### src/design/sst_pkg.sv
// ----------------------------------------------------------------------------
// sst_pkg: shared types and constants of the sparse set tile store
// Status codes, field widths and the command and status bundles that run
// between the controller and the datapath.
// ----------------------------------------------------------------------------
package sst_pkg;

  localparam int KEYS_DEFAULT = 4096;

  localparam logic [12:0] KEY_COUNT_RESET = 13'd4096;

  localparam logic [2:0] ST_INSERTED     = 3'd0;
  localparam logic [2:0] ST_UPDATED      = 3'd1;
  localparam logic [2:0] ST_UNCHANGED    = 3'd2;
  localparam logic [2:0] ST_REMOVED      = 3'd3;
  localparam logic [2:0] ST_OUT_OF_RANGE = 3'd4;
  localparam logic [2:0] ST_ABSENT       = 3'd5;

  // controller -> datapath
  typedef struct packed {
    logic       capture;
    logic       clr_wr;
    logic       insert;
    logic       reject;
    logic [2:0] reject_code;
    logic       upd_read;
    logic       upd_write;
    logic       rem;
    logic       move;
  } sst_cmd_t;

  // datapath -> controller
  typedef struct packed {
    logic op_remove;
    logic in_range;
    logic hit;
    logic count_zero;
    logic count_full;
    logic rem_same;
    logic clr_done;
  } sst_stat_t;

endpackage

### src/design/sst_ctrl.sv
// ----------------------------------------------------------------------------
// sst_ctrl: sequencer of the sparse set tile store
// Runs the map clearing pass after reset, then steps each accepted command
// through map lookup and, where needed, entry read and write-back.
// ----------------------------------------------------------------------------
module sst_ctrl import sst_pkg::*; (
  input  logic      clk,
  input  logic      rst,
  input  logic      start,
  output logic      busy,
  input  sst_stat_t stat,
  output sst_cmd_t  cmd
);

  typedef enum logic [2:0] {
    S_CLEAR,
    S_IDLE,
    S_DEC,
    S_UPD,
    S_MOVE
  } state_t;

  state_t state;
  state_t state_next;

  always_comb begin
    cmd        = '0;
    state_next = state;
    case (state)
      S_CLEAR: begin
        cmd.clr_wr = 1'b1;
        if (stat.clr_done) begin
          state_next = S_IDLE;
        end
      end
      S_IDLE: begin
        if (start && !busy) begin
          cmd.capture = 1'b1;
          state_next  = S_DEC;
        end
      end
      S_DEC: begin
        state_next = S_IDLE;
        if (!stat.in_range) begin
          cmd.reject      = 1'b1;
          cmd.reject_code = ST_OUT_OF_RANGE;
        end else if (!stat.op_remove) begin
          if (stat.hit) begin
            cmd.upd_read = 1'b1;
            state_next   = S_UPD;
          end else if (stat.count_full) begin
            cmd.reject      = 1'b1;
            cmd.reject_code = ST_OUT_OF_RANGE;
          end else begin
            cmd.insert = 1'b1;
          end
        end else if (!stat.hit || stat.count_zero) begin
          cmd.reject      = 1'b1;
          cmd.reject_code = ST_ABSENT;
        end else begin
          // removing the last entry needs no move
          cmd.rem = 1'b1;
          if (!stat.rem_same) begin
            state_next = S_MOVE;
          end
        end
      end
      S_UPD: begin
        cmd.upd_write = 1'b1;
        state_next    = S_IDLE;
      end
      S_MOVE: begin
        cmd.move   = 1'b1;
        state_next = S_IDLE;
      end
      default: begin
        state_next = S_IDLE;
      end
    endcase
  end

  always_ff @(posedge clk) begin
    if (rst) begin
      state <= S_CLEAR;
      busy  <= 1'b1;
    end else begin
      state <= state_next;
      busy  <= (state_next != S_IDLE);
    end
  end

endmodule

### config.mk
export PLATFORM = sky130hd
export DESIGN_NAME = sst_ctrl
export DESIGN_NICKNAME = d
export VERILOG_FILES = /design/src/design/sst_pkg.sv /design/src/design/sst_ctrl.sv
export SDC_FILE = /design/constraint.sdc
export NUM_CORES = 1
export LEC_CHECK = 0
export BUFFER_PORTS_ARGS = -buffer_cell sky130_fd_sc_hd__clkbuf_2
export CAP_MARGIN = 20
export CELL_PAD_IN_SITES_DETAIL_PLACEMENT = 0
export CELL_PAD_IN_SITES_GLOBAL_PLACEMENT = 2
export CORE_MARGIN = 3
export CORE_UTILIZATION = 19
export CTS_BUF_LIST = sky130_fd_sc_hd__clkbuf_8 sky130_fd_sc_hd__clkbuf_16
export CTS_CLUSTER_SIZE = 25
export DETAILED_ROUTE_END_ITERATION = 8
export PLACE_DENSITY = 0.77
export SYNTH_ARGS = -nofsm -noshare
export SYNTH_HDL_FRONTEND = slang
export SYNTH_SLANG_ARGS = --single-unit
### constraint.sdc
create_clock -name clk -period 2.2 [get_ports clk]
set_input_delay 0.44 -clock clk [delete_from_list [all_inputs] [get_ports clk]]
set_output_delay 0.44 -clock clk [all_outputs]
set_load 0.01 [all_outputs]
==> Flow_metrics.wiki <==
{| class="wikitable"
! Metric !! Value
|-
| Placed wire-length estimate || 569 µm
|-
| Fraction of the cycle the final worst path needs || 0.893
|-
| Clock-pin slew on the worst setup and hold paths || 30 ps
|-
| Initial standard-cell utilization of the core || 0.212
|-
| Final-report hold violation count || 0
|-
| Internal portion of total power || 0.212 mW
|-
| Startpoint kind of the worst setup timing path || flop
|-
| Max frequency || 509 MHz
|-
| Global placer's final weighted congestion || 0.650
|-
| # rows || 13
|-
| Final-layout setup total negative slack || 0 ps
|-
| Mean cell area of the mapped netlist || 7.85 µm²
|-
| Largest net degree at the start of global routing || 7
|-
| Drt first-iter violations || 0
|-
| Critical path capture point || cmd[10]
|-
| Cell variety after synth || 24
|-
| Synthesized instance count || 37
|-
| Critical path peak fanout || 5
|-
| Total nets after synthesis || 47
|-
| Area enclosed by the die boundary || 2030 µm²
|-
| Fraction of registers with async set/reset || 0
|-
| Number of warning messages in the yosys log || 0
|-
| Number of diodes || 0
|-
| Post-cts resize count || 0
|-
| Number of buffer cells added on primary ports || 20
|-
| Remaining antenna violation count after routing || 0
|-
| GRT Resource Usage Total || 0.0839
|-
| Max-slew violation total from the final report || 0
|-
| Detailed-routing iteration count for the pre-antenna-repair pass || 1
|-
| Outcome || finished, final reports clean
|-
| Vias || 315
|-
| Signed area change from the synthesized netlist to the final layout || 50.0%
|-
| Worst clock skew on the final layout || 0.935 ps
|-
| Core area || 1370 µm²
|-
| Number of buffers between clock root and the deepest sink || 2
|-
| DRC errors left || 0
|-
| Origin of the worst setup path || state[1]
|-
| Die outline width || 45.1 µm
|-
| Post-layout net count || 70
|-
| Endpoint arrival time on the critical path || 1520 ps
|-
| Library cell used as clock root buffer || sky130_fd_sc_hd__clkbuf_8
|-
| Worst R2R Setup Slack || 870 ps
|-
| Final setup viols || 0
|-
| Ranking of synthesized cells by instance count || 4 x sky130_fd_sc_hd__dfxtp_1, 3 x sky130_fd_sc_hd__inv_1, 3 x sky130_fd_sc_hd__nand2_1, 3 x sky130_fd_sc_hd__nor2b_1
|-
| Sequential share of power || 0.302
|-
| Switching power || 0.0558 mW
|-
| Combinational fraction of design power || 0.135
|-
| Cts bufs inserted || 3
|-
| Number of violations of the max-capacitance limit || 0
|-
| Power density over the cells || 614 nW/µm²
|-
| Critical setup path kind || flop to output pin
|-
| CTS HTree Levels || 1
|-
| Vias per inst || 4.32
|-
| Total instance count after detailed placement || 70
|-
| Most common cell in the synthesized netlist || sky130_fd_sc_hd__dfxtp_1
|-
| Cell type contributing the most total cell area after synthesis || sky130_fd_sc_hd__dfxtp_1
|-
| Fraction of final layout cells with drive strength greater than 1 || 0.466
|-
| Most used DFF post-synth || sky130_fd_sc_hd__dfxtp_1
|-
| Insertion delay to the later sink of the worst-skew pair || 210 ps
|-
| Flops & latches, synth || 4
|-
| Endpoint of the worst register-to-register path || state[1]
|-
| Net switching fraction of the power || 0.209
|-
| Hold buffer count at cts || 0
|-
| Via count of the first global-routing pass || 286
|-
| Number of synthesized flops with an enable pin || 0
|-
| Non-filler instance count after layout || 73
|-
| Average routed wire per standard cell || 9.40 µm
|-
| Post-CTS Setup Bufs || 0
|-
| Capturing element type of the critical path || output pin
|-
| Final min period || 1960 ps
|-
| Power share of the clock group || 0.563
|-
| Sinks on Clock Net || 4
|-
| Largest voltage drop on the vdd net || 158 µV
|-
| CTS tree || done
|-
| Depth of the worst register-to-register path || 3
|-
| Area of the mapped netlist || 290 µm²
|-
| Number of antenna violations at the first check in global routing || 0
|-
| Wire length of the first global-routing pass || 1160 µm
|-
| Post-synthesis sequential area ratio || 0.276
|-
| Cell types with the largest area share after synthesis || sky130_fd_sc_hd__dfxtp_1 28%, sky130_fd_sc_hd__nor2b_1 6.5%, sky130_fd_sc_hd__buf_4 5.2%
|-
| Fraction of synthesized cell area taken by the top area cell type || 0.276
|-
| Total Routed Length || 686 µm
|-
| Static leakage power || 0.224 nW
|-
| RSZ-0062 raised after global routing || false
|-
| Path category of the worst min-delay check || input port to flop
|-
| Floorplan die height || 45.1 µm
|-
| FF-to-FF Start || state[1]
|-
| Overall overflow remaining after global route || 0
|-
| Worst endpoint required time || 1760 ps
|-
| # IOs || 22
|}
-- worst min-delay path by stage --
stage                     endpoint  from  slack, ps  depth (start not counted)
after floorplan           state[1]   rst        500                          1
after detailed placement  state[1]   rst        640                          2
after global placement    state[1]   rst        640                          2
final                     state[1]   rst        420                          2
after CTS                 state[1]   rst        420                          2
after global routing      state[1]   rst        430                          2
-- area by class of cell --
type                            count  area, µm²
Clock buffer                        3       41.3
Inverter                            3       11.3
Timing Repair Buffer               20        100
Fill cell                         163        931
Tap cell                           15       18.8
Sequential cell                     4       80.1
Multi-Input combinational cell     28        184
-- worst max-delay path: stages (launching register included) --
cell	delay [ps]
sky130_fd_sc_hd__dfxtp_1	320
sky130_fd_sc_hd__or3b_1	380
sky130_fd_sc_hd__or3b_4	430
sky130_fd_sc_hd__inv_1	60
sky130_fd_sc_hd__clkbuf_2	120
-- placed cells by master (no fill, tap or decap), types with 2 or more instances in the layout --
master                      n
sky130_fd_sc_hd__dfxtp_1    4
sky130_fd_sc_hd__and2_1     2
sky130_fd_sc_hd__nor2_1     2
sky130_fd_sc_hd__clkbuf_8   3
sky130_fd_sc_hd__inv_1      3
sky130_fd_sc_hd__nand2_1    3
sky130_fd_sc_hd__clkbuf_2  20
sky130_fd_sc_hd__nor2b_1    3
sky130_fd_sc_hd__nor3_1     2
-- metal layers --
metal	vias up	track usage	routed length, µm
li1	170	-	-
met1	128	0.0913	280
met2	14	0.116	331
met3	3	0.0239	59
met4	0	0.105	14
met5	-	0	0
-- registers in the layout, indices dropped and copies added, names as in the netlist --
signal / flops
state: 3
busy: 1
-- cells by family after synthesis --
kind of cell,Yosys count,share of synthesized area
flip-flops,4,0.276
other,1,0.0129
buffers and inverters,5,0.0905
AND/OR/NAND/NOR,20,0.457
AO/OA/AOI/OAI,7,0.164
-- metrics by stage --
stage	area (µm²)	util	worst slack [ps]	power, mW	hold slack (ps)
global route	435	0.319	130	0.285	430
CTS	435	0.319	225	0.270	420
detailed placement	394	0.288	274	0.118	642
global placement	394	0.288	292	0.119	640
finish	435	0.319	235	0.268	419
floorplan	290	-	465	0.101	502
-- power by group through the flow --
stage	sequential (mW)	combinational [mW]	clock [mW]
after CTS	0.0810	0.0366	0.152
after detailed placement	0.0819	0.0363	0
after floorplan	0.0822	0.0193	0
after global routing	0.0817	0.0414	0.162
after global placement	0.0819	0.0369	0
final	0.0809	0.0360	0.151
No activity file was read; power rests on OpenSTA's default activity.
